<file path="config.mk">
export PLATFORM = sky130hd
export DESIGN_NAME = latin_square_exact_cover_solver
export DESIGN_NICKNAME = d
export VERILOG_FILES = /design/src/hw/rtl/lsq_pkg.sv /design/src/hw/rtl/lsq_datapath.sv /design/src/hw/rtl/lsq_ctrl.sv /design/src/hw/rtl/latin_square_exact_cover_solver.sv
export SDC_FILE = /design/constraint.sdc
export NUM_CORES = 1
export LEC_CHECK = 0
export BUFFER_PORTS_ARGS = -buffer_cell sky130_fd_sc_hd__buf_2
export CORE_MARGIN = 5
export CORE_UTILIZATION = 50
export CTS_CLUSTER_DIAMETER = 30
export DETAILED_ROUTE_END_ITERATION = 8
export PLACE_DENSITY = 0.7
export SETUP_SLACK_MARGIN = 0.2
export SLEW_MARGIN = 10
export SYNTH_ARGS = -nofsm -noshare
export SYNTH_HDL_FRONTEND = slang
export SYNTH_SLANG_ARGS = --single-unit
export TNS_END_PERCENT = 1
</file>
<file path="constraint.sdc">
create_clock -name clock -period 9.32 [get_ports clock]
set_input_delay 0.466 -clock clock [delete_from_list [all_inputs] [get_ports clock]]
set_output_delay 0.466 -clock clock [all_outputs]
set_load 0.02 [all_outputs]
</file>
<file path="src/hw/rtl/lsq_pkg.sv">
// Shared types and constants for the Latin square completion counter.
// Used by lsq_ctrl, lsq_datapath and latin_square_exact_cover_solver.
`default_nettype none
package lsq_pkg;
   localparam int VAL_W = 4;
   localparam int CNT_W = 32;
   localparam int REQ_W = 16;
   localparam int RSP_W = 40;

   localparam logic ACT_FIX   = 1'b0;
   localparam logic ACT_COUNT = 1'b1;

   typedef struct packed {
      logic load;
      logic fix;
      logic start;
      logic fwd;
      logic back;
      logic undo;
   } lsq_cmd_type;

   typedef struct packed {
      logic at_end;
      logic at_start;
      logic cur_fixed;
      logic found;
   } lsq_stat_type;
endpackage
`default_nettype wire

</file>
<file path="src/hw/rtl/lsq_datapath.sv">
// Grid, used-symbol masks, search cursor and saturating counter.
// Driven by lsq_ctrl commands; depends on lsq_pkg.
`default_nettype none
module lsq_datapath import lsq_pkg::*; #(
   parameter int WIDTH = 4
) (
   input  wire logic              clock,
   input  wire logic              reset,
   input  wire lsq_cmd_type       cmd,
   input  wire logic [REQ_W-1:0]  req_data,
   output lsq_stat_type           stat,
   output logic                   accepted,
   output logic [CNT_W-1:0]       solution_count
);
   localparam int RW = $clog2(WIDTH);

   logic [VAL_W-1:0] grid_ff [WIDTH][WIDTH];
   logic [WIDTH-1:0] fixb_ff [WIDTH];
   logic [WIDTH-1:0] rowu_ff [WIDTH];
   logic [WIDTH-1:0] colu_ff [WIDTH];
   logic [RW-1:0]    r_ff, c_ff;
   logic             end_ff;
   logic [CNT_W-1:0] cnt_ff;
   logic             acc_ff;
   logic [2:0]       in_row_ff, in_col_ff;
   logic [VAL_W-1:0] in_val_ff;

   logic [VAL_W-1:0] cur_val, cur_dec, in_dec;
   logic             cur_fix, found, fix_ok, in_range;
   logic [WIDTH-1:0] cand;
   logic [RW-1:0]    new_idx, fr, fc, fv, cv;

   always_comb begin
      cur_val = grid_ff[r_ff][c_ff];
      cur_fix = fixb_ff[r_ff][c_ff];
      cur_dec = cur_val - VAL_W'(1);
      cv      = cur_dec[RW-1:0];
      new_idx = '0;
      for (int i = 0; i < WIDTH; i++) begin
         cand[i] = !rowu_ff[r_ff][i] && !colu_ff[c_ff][i] && (VAL_W'(i) >= cur_val);
      end
      for (int i = WIDTH - 1; i >= 0; i--) begin
         if (cand[i]) begin
            new_idx = RW'(i);
         end
      end
      found = |cand;
      in_dec = in_val_ff - VAL_W'(1);
      fr = in_row_ff[RW-1:0];
      fc = in_col_ff[RW-1:0];
      fv = in_dec[RW-1:0];
      in_range = ({1'b0, in_row_ff} < 4'(WIDTH)) && ({1'b0, in_col_ff} < 4'(WIDTH)) &&
                 (in_val_ff != '0) && (in_val_ff <= VAL_W'(WIDTH));
      fix_ok = in_range && !fixb_ff[fr][fc] && !rowu_ff[fr][fv] && !colu_ff[fc][fv];
   end

   always_ff @(posedge clock) begin
      if (reset) begin
         for (int i = 0; i < WIDTH; i++) begin
            for (int j = 0; j < WIDTH; j++) begin
               grid_ff[i][j] <= '0;
            end
            fixb_ff[i] <= '0;
            rowu_ff[i] <= '0;
            colu_ff[i] <= '0;
         end
         end_ff <= 1'b0;
         r_ff   <= '0;
         c_ff   <= '0;
      end else begin
         if (cmd.load) begin
            in_row_ff <= req_data[3:1];
            in_col_ff <= req_data[6:4];
            in_val_ff <= req_data[10:7];
         end
         if (cmd.fix) begin
            acc_ff <= fix_ok;
            cnt_ff <= '0;
            if (fix_ok) begin
               grid_ff[fr][fc] <= in_val_ff;
               fixb_ff[fr][fc] <= 1'b1;
               rowu_ff[fr][fv] <= 1'b1;
               colu_ff[fc][fv] <= 1'b1;
            end
         end
         if (cmd.start) begin
            r_ff   <= '0;
            c_ff   <= '0;
            end_ff <= 1'b0;
            cnt_ff <= '0;
            acc_ff <= 1'b1;
         end
         if (cmd.fwd) begin
            if (end_ff) begin
               if (cnt_ff != '1) begin
                  cnt_ff <= cnt_ff + CNT_W'(1);
               end
            end else if (cur_fix || found) begin
               if (!cur_fix) begin
                  grid_ff[r_ff][c_ff]    <= VAL_W'(new_idx) + VAL_W'(1);
                  rowu_ff[r_ff][new_idx] <= 1'b1;
                  colu_ff[c_ff][new_idx] <= 1'b1;
               end
               if (c_ff == RW'(WIDTH - 1)) begin
                  if (r_ff == RW'(WIDTH - 1)) begin
                     end_ff <= 1'b1;
                  end else begin
                     r_ff <= r_ff + RW'(1);
                     c_ff <= '0;
                  end
               end else begin
                  c_ff <= c_ff + RW'(1);
               end
            end else begin
               grid_ff[r_ff][c_ff] <= '0;
            end
         end
         if (cmd.back) begin
            if (end_ff) begin
               end_ff <= 1'b0;
            end else if (c_ff == '0) begin
               c_ff <= RW'(WIDTH - 1);
               r_ff <= r_ff - RW'(1);
            end else begin
               c_ff <= c_ff - RW'(1);
            end
         end
         if (cmd.undo && !cur_fix) begin
            rowu_ff[r_ff][cv] <= 1'b0;
            colu_ff[c_ff][cv] <= 1'b0;
         end
      end
   end

   assign stat.at_end    = end_ff;
   assign stat.at_start  = !end_ff && (r_ff == '0) && (c_ff == '0);
   assign stat.cur_fixed = cur_fix;
   assign stat.found     = found;
   assign accepted       = acc_ff;
   assign solution_count = cnt_ff;
endmodule
`default_nettype wire

</file>
<file path="src/hw/rtl/lsq_ctrl.sv">
// Sequencer for fix requests and the backtracking search.
// Issues lsq_datapath commands; depends on lsq_pkg.
`default_nettype none
module lsq_ctrl import lsq_pkg::*; (
   input  wire logic         clock,
   input  wire logic         reset,
   input  wire logic         req_tvalid,
   input  wire logic         req_action,
   input  wire logic         rsp_tready,
   input  wire lsq_stat_type stat,
   output lsq_cmd_type       cmd,
   output logic              req_tready,
   output logic              rsp_tvalid
);
   typedef enum logic [2:0] {
      ST_IDLE, ST_FIX, ST_START, ST_TRY, ST_BACK, ST_UNDO, ST_RESP
   } state_type;

   state_type state_ff, state_in;
   logic      ready_ff, valid_ff;

   always_comb begin
      cmd.load  = (state_ff == ST_IDLE) && req_tvalid;
      cmd.fix   = (state_ff == ST_FIX);
      cmd.start = (state_ff == ST_START);
      cmd.fwd   = (state_ff == ST_TRY);
      cmd.back  = (state_ff == ST_BACK) && !stat.at_start;
      cmd.undo  = (state_ff == ST_UNDO);
      state_in  = state_ff;
      case (state_ff)
         ST_IDLE: begin
            if (req_tvalid) begin
               state_in = (req_action == ACT_FIX) ? ST_FIX : ST_START;
            end
         end
         ST_FIX:   state_in = ST_RESP;
         ST_START: state_in = ST_TRY;
         ST_TRY: begin
            if (stat.at_end || (!stat.cur_fixed && !stat.found)) begin
               state_in = ST_BACK;
            end
         end
         ST_BACK:  state_in = stat.at_start ? ST_RESP : ST_UNDO;
         ST_UNDO:  state_in = stat.cur_fixed ? ST_BACK : ST_TRY;
         ST_RESP: begin
            if (rsp_tready) begin
               state_in = ST_IDLE;
            end
         end
         default:  state_in = ST_IDLE;
      endcase
   end

   always_ff @(posedge clock) begin
      if (reset) begin
         state_ff <= ST_IDLE;
         ready_ff <= 1'b1;
         valid_ff <= 1'b0;
      end else begin
         state_ff <= state_in;
         ready_ff <= (state_in == ST_IDLE);
         valid_ff <= (state_in == ST_RESP);
      end
   end

   assign req_tready = ready_ff;
   assign rsp_tvalid = valid_ff;
endmodule
`default_nettype wire

</file>
<file path="src/hw/rtl/latin_square_exact_cover_solver.sv">
// A fix request passes through the fix state and then raises its response.
// A count request starts the search, takes forward cell steps and
// backtrack steps (back, undo, retry), then raises its response.
// One request at a time; the next is accepted from the cycle after the response is taken.
// Synchronous reset clears the grid and used-symbol masks.
`default_nettype none
module latin_square_exact_cover_solver import lsq_pkg::*; #(
   parameter int WIDTH = 4
) (
   input  wire logic              clock,
   input  wire logic              reset,
   input  wire logic              req_tvalid,
   output logic                   req_tready,
   input  wire logic [REQ_W-1:0]  req_tdata,  // action, cell_row, cell_column, cell_value
   output logic                   rsp_tvalid,
   input  wire logic              rsp_tready,
   output logic [RSP_W-1:0]       rsp_tdata   // accepted, solution_count
);
   lsq_cmd_type      cmd;
   lsq_stat_type     stat;
   logic             accepted;
   logic [CNT_W-1:0] solution_count;

   lsq_ctrl u_ctrl (
      .clock      (clock),
      .reset      (reset),
      .req_tvalid (req_tvalid),
      .req_action (req_tdata[0]),
      .rsp_tready (rsp_tready),
      .stat       (stat),
      .cmd        (cmd),
      .req_tready (req_tready),
      .rsp_tvalid (rsp_tvalid)
   );

   lsq_datapath #(.WIDTH(WIDTH)) u_datapath (
      .clock          (clock),
      .reset          (reset),
      .cmd            (cmd),
      .req_data       (req_tdata),
      .stat           (stat),
      .accepted       (accepted),
      .solution_count (solution_count)
   );

   assign rsp_tdata = {(RSP_W - CNT_W - 1)'(0), solution_count, accepted};

`ifndef SYNTH
   a_one_side: assert property (@(posedge clock) disable iff (reset)
      req_tready |-> !rsp_tvalid) else $error("ready while response pending");
   a_reject_zero: assert property (@(posedge clock) disable iff (reset)
      (rsp_tvalid && !rsp_tdata[0]) |-> (rsp_tdata[32:1] == '0))
      else $error("rejected fix with nonzero count");
   a_busy: assert property (@(posedge clock) disable iff (reset)
      (req_tvalid && req_tready) |=> !req_tready) else $error("second request taken");
`endif
endmodule
`default_nettype wire
</file>
* Word-level counts from Yosys, hierarchy flattened
Memory sizes are Yosys's and may differ from the RTL's. A register that Yosys moved wholly into a read port is not among the register bits. Index checks and enable logic that the tools add are counted.
Cells by class: $add $sub $neg 8, magnitude comparators 20, equality and inequality tests 10, muxes and demuxes 141, bitwise logic cells 27, reductions and logical operators 59
Operator list (number):
- 32-bit two-way mux | 5
- 16-bit two-way mux | 7
- 2-bit two-way mux | 38
- 4-bit two-way mux | 18
- 1-bit two-way mux | 57
- 32-bit by 1-bit adder with 32-bit output, second input constant | 1
- 32-bit inequality test, second input constant | 1
- 16-bit OR reduction | 2
- 1-bit logical AND | 26
- 1-bit OR | 24
- 4-bit OR reduction | 6
- 3-bit case mux with 7 select lines | 1
- 4-bit demux with 2-bit select | 2
- 1-bit logical NOT | 15
- 2-bit by 3-bit less-than comparator with 1-bit output, second input constant | 5
- 3-bit == test, second input constant | 4
- 3-bit two-way mux | 4
- 1-bit binary-select mux with 2-bit select | 4
- 4-bit binary-select mux with 2-bit select | 1
- 1-bit demux with 2-bit select | 4
- 1-bit by 4-bit >= comparator with 1-bit output, first input constant | 2
- 2-bit by 1-bit >= comparator with 1-bit output, second input constant | 4
- 2-bit by 4-bit >= comparator with 1-bit output, first input constant | 2
- 2-bit by 1-bit subtractor with 2-bit output, second input constant | 4
- 17 further kinds | 28
Storage, ports and cells: register bits 53, memory bits (writable) 112, input bits 20, output and inout port bits 42, logic and storage cells 280, memories kept 4
Memories:
- u_datapath.grid_ff | words 4, bits a word 16, rd ports 1, clocked after Yosys merged registers in 1, write ports 4, RTL line lsq_datapath.sv:17 | logic [VAL_W-1:0] grid_ff [WIDTH][WIDTH];
- u_datapath.colu_ff | words 4, bits a word 4, rd ports 2, clocked after Yosys merged registers in 2, write ports 4, RTL line lsq_datapath.sv:20 | logic [WIDTH-1:0] colu_ff [WIDTH];
- u_datapath.fixb_ff | words 4, bits a word 4, rd ports 2, clocked after Yosys merged registers in 2, write ports 4, RTL line lsq_datapath.sv:18 | logic [WIDTH-1:0] fixb_ff [WIDTH];
- u_datapath.rowu_ff | words 4, bits a word 4, rd ports 2, clocked after Yosys merged registers in 2, write ports 4, RTL line lsq_datapath.sv:19 | logic [WIDTH-1:0] rowu_ff [WIDTH];

* Logic depth before layout (Yosys ltp)
depth after elaboration 18, gate-level depth with buffers 13, mapped depth without buffers 9

* Hierarchy
A second synthesis with hierarchy kept.
Unflattened totals: cells, all modules 988, area total of the unflattened synthesis 10231.1 um2
By module, submodules not included:
- lsq_datapath | times used 1, cells each 942, area each 9819.4 um2, sequential area each 4674.5 um2
- lsq_ctrl | times used 1, cells each 37, area each 347.8 um2, sequential area each 100.1 um2
- latin_square_exact_cover_solver | times used 1, cells each 9, area each 63.8 um2, sequential area each 0.0 um2

* Least setup slack after synthesis
No wires, ideal clock.
kind flip-flop to flip-flop, from register u_datapath.c_ff[0], to memory u_datapath.grid_ff[1][0] (netlist bit), enable pin, library setup time 0.361 ns, arrival time 2.800 ns, data required time 8.959 ns, setup slack 6.159 ns, stages on the path, launching flop included 11, buffers on the path 4, period minus slack after synthesis 3.161 ns, path through dfxtp_1 -> buf_2 -> buf_1 -> inv_1 -> ha_1 -> or4_1 -> clkbuf_1 -> and2_1 -> buf_4 -> o21a_1 -> o21ai_0
RTL lines:
- start, declared | RTL line lsq_datapath.sv:21 | logic [RW-1:0] r_ff, c_ff;
- start signal, assigned | RTL line lsq_datapath.sv:112 | c_ff <= c_ff + RW'(1);
- start signal, assigned | RTL line lsq_datapath.sv:122 | c_ff <= RW'(WIDTH - 1);
- start signal, assigned | RTL line lsq_datapath.sv:125 | c_ff <= c_ff - RW'(1);
- end, declared | RTL line lsq_datapath.sv:17

==> run metrics <==
status=finished, final reports clean; grt total ovfl=0; area of the multi-input gates=4370 um2; Mapped Area=9620 um2; Clock Sinks=169; routability cong.=0.943; clock transition at the registers of the reported paths=70 ps; CTS HTree Levels=4; P&R area growth vs syn=10.4%; RSZ-0062 raised after global routing=false; clock root cell=clkbuf_16; asr flop ratio synth=0%; Post-Syn Instances=891; drt total wl=24400 um; Post-Synth XOR/XNOR Area=1.00%; ANT cells=0; CTS tree=yes; Crit. End Element=register; period utilisation layout=48.8%; Yosys warning count=0; Layout Nets=957; FF-to-FF path depth=9; final hold viol count=0; Die W=149 um; Clock Skew=12.5 ps; Syn Area/Cell=10.8 um2; Skew-Pair Late Insertion Delay=440 ps; Synth Register Bits=169; hpwl dp=16900 um; proportion of synthesized area in mux cells=9.47%; Hold Path Sink=u_datapath.in_val_ff[3]; MaxCap Viol Count=0; Global Route Usage Sum=22.7%; # fillers=1601; worst min path class=in2reg; Adder-Cell Fraction of Synth Area=1.56%; Worst R2R Setup Slack=4770 ps; worst setup slack after layout=4770 ps; post-route core utilization=56.4%; Die Span Y=149 um; # DRC=0; Worst Hold Depth=1; critical path arrival=4780 ps; Netlist cell types=70; Worst Path Buf+Inv=2; simple logic cell fraction of the synthesized area=19.5%; Hold Path Origin=req_tdata[10]; post-synthesis compound-gate area fraction=12.8%; post-CTS setup buffers=0; Final Max Tran Viols=0; number of port buffers=49; worst reg2reg path endpoint=u_datapath.rowu_ff[1][2]; Post-synth top flop=edfxtp_1; leakage=3.75 nW; # hold bufs at CTS=0; fin crit period=4550 ps; Boundary Pins=62; Register Area=4930 um2; Crit-path slowest cell=o21ai_1; initial antenna violation count=0; Hold Slack=204 ps; Final setup viols=0; CTS buffer count=17; Setup Crit Path Kind=reg2reg; Power Dens Cells=209 nW/um2; EDFF count, synth=155; worst path cell trace=buf_4, mux4_2, a22o_1, nor4_1, buf_4, nand4_1, o21ai_1, o31ai_2, nor4_1; via density per instance=6.23; pin count of the biggest net entering global routing=91; Vias=7468; Critical Path Max Stage Delay=650 ps; iteration count of the initial detailed-routing pass=6; Place WS=4850 ps; PostCTS Resize Cnt=0; DRT iter0 DRCs=704; core area=18800 um2; Reg-to-Reg Start=u_datapath.r_ff[0]; worst slew pin tran=1070 ps; largest fanout on the critical path=28; Row Count=50; largest family of logic cells by synthesized area=simple AND/OR/NAND/NOR gates; Initial Utilization=51.1%; Crit path max-delay family=compound AO/OA/AOI/OAI gates; ratio of cells with drive above 1 in the final layout=15.7%; CP Data Required Time=9550 ps; first-pass GRT wire length=39300 um; vias in the first global route=7206; Peak VDD IR=152 uV; sequential-to-total area share from yosys stat=51.3%; Startpoint Class=register; highest clock rate=220 MHz; Max-Slew Margin vs Limit=28.1%; final antenna-violating net count=0; TNS Setup=0 ps; Die ar.=22100 um2; Wirelength per Cell=20.4 um; CTS max path bufs=2
worst max path at each step:
stage	from	endpoint	depth (start not counted)
final	u_datapath.r_ff[0]	u_datapath.rowu_ff[1][2]	9
after CTS	u_datapath.r_ff[0]	u_datapath.rowu_ff[3][1]	9
after global placement	u_datapath.r_ff[0]	u_datapath.rowu_ff[3][1]	9
after global routing	u_datapath.r_ff[0]	u_datapath.rowu_ff[1][2]	9
after floorplan	u_datapath.c_ff[0]	u_datapath.grid_ff[1][0]	10
after detailed placement	u_datapath.r_ff[0]	u_datapath.rowu_ff[3][1]	9
registers in the layout, indices dropped and copies added (netlist names), 2 cells and up, named ones only:
signal                     count
u_ctrl.state_ff                3
u_datapath.c_ff                2
u_datapath.colu_ff            16
u_datapath.fixb_ff            16
u_datapath.grid_ff            64
u_datapath.in_col_ff           3
u_datapath.in_row_ff           3
u_datapath.in_val_ff           4
u_datapath.r_ff                2
u_datapath.rowu_ff            16
u_datapath.solution_count     32
report_power, final:
part,total [mW],internal [mW],switching [mW],leakage (nW)
logic,0.476,0.173,0.303,1.79
clock network,0.717,0.400,0.317,0.279
registers,1.02,0.932,0.0922,1.68
total,2.22,1.51,0.712,3.75
routing by layer:
metal  vias up  global-route usage, %  wire length, um
li1       3451                      -                -
met1      3633                   32.6            10600
met2       333                   34.8            11400
met3        51                   4.14             1880
met4         0                   7.67              608
met5         -                      0                0
synthesized netlist by cell type (5+ instances only):
master     count  share of area, %
buf_2          8              0.42
buf_4         10              0.78
inv_1         26               1.0
nor4_1        33               2.1
mux2i_1       19               2.0
and2_1         8              0.52
ha_1          12               1.6
o21a_1         8              0.62
clkbuf_1      35               1.4
a31oi_1        8              0.52
dfxtp_1       14               2.9
o21ai_0       45               2.3
or2_2          7              0.46
a21oi_1       16              0.83
o2111ai_1      5              0.46
or4_1          5              0.39
nor3_1        55               2.9
buf_1          8              0.31
o211ai_1       8              0.62
and3_1         8              0.52
nand3_1       24               1.2
a22oi_1        6              0.47
edfxtp_1     155                48
or3_1          5              0.33
nor2b_1        6              0.39
a221oi_1      10              0.91
o31a_1         5              0.46
nand2_1      102               4.0
nor2_1        99               3.9
xnor2_1        7              0.64
mux4_2        32               7.5
nand4_1       12              0.78
o31ai_1       11              0.86
per-stage QoR:
step | power (mW) | area [um2] | instances
3_3_place_gp | 1.50 | 10000 | 1166
5_1_grt | 2.32 | 10600 | 1198
4_1_cts | 2.22 | 10600 | 1198
2_1_floorplan | 1.37 | 9700 | 913
3_5_place_dp | 1.51 | 10000 | 1166
6_report | 2.22 | 10600 | 1198
kinds of logic (layout without fill, tap and decap cells):
family,Yosys count,after routing
AOI/OAI and AO/OA,168,168
xor gates and xnor gates,11,11
adders and majority gates,12,12
buffers and inverters,91,116
DFF,169,169
muxes,51,51
other,1,23
and+or+nand+nor,388,388
layout make-up:
class	instances	area share [%]
Sequential cell	169	46.5
Multi-Input combinational cell	653	41.1
Clock buffer	17	4.00
Tap cell	260	3.06
Timing Repair Buffer	57	2.87
Clock inverter	15	1.53
Inverter	27	0.954
placed cells by master (no fill, tap or decap), types with 8 or more instances in the layout:
cell	n
buf_2	49
buf_4	8
nor2_1	99
o21a_1	8
and3_1	8
conb_1	23
nand3_1	24
a221oi_1	10
a31oi_1	8
nor4_1	32
nor3_1	55
edfxtp_1	155
ha_1	12
mux2i_1	19
o21ai_0	45
mux4_2	32
dfxtp_1	14
clkbuf_16	17
inv_1	25
and2_1	8
o211ai_1	8
nand4_1	12
nand2_1	102
a21oi_1	16
o31ai_1	11
(Power assumes the default switching activity.)
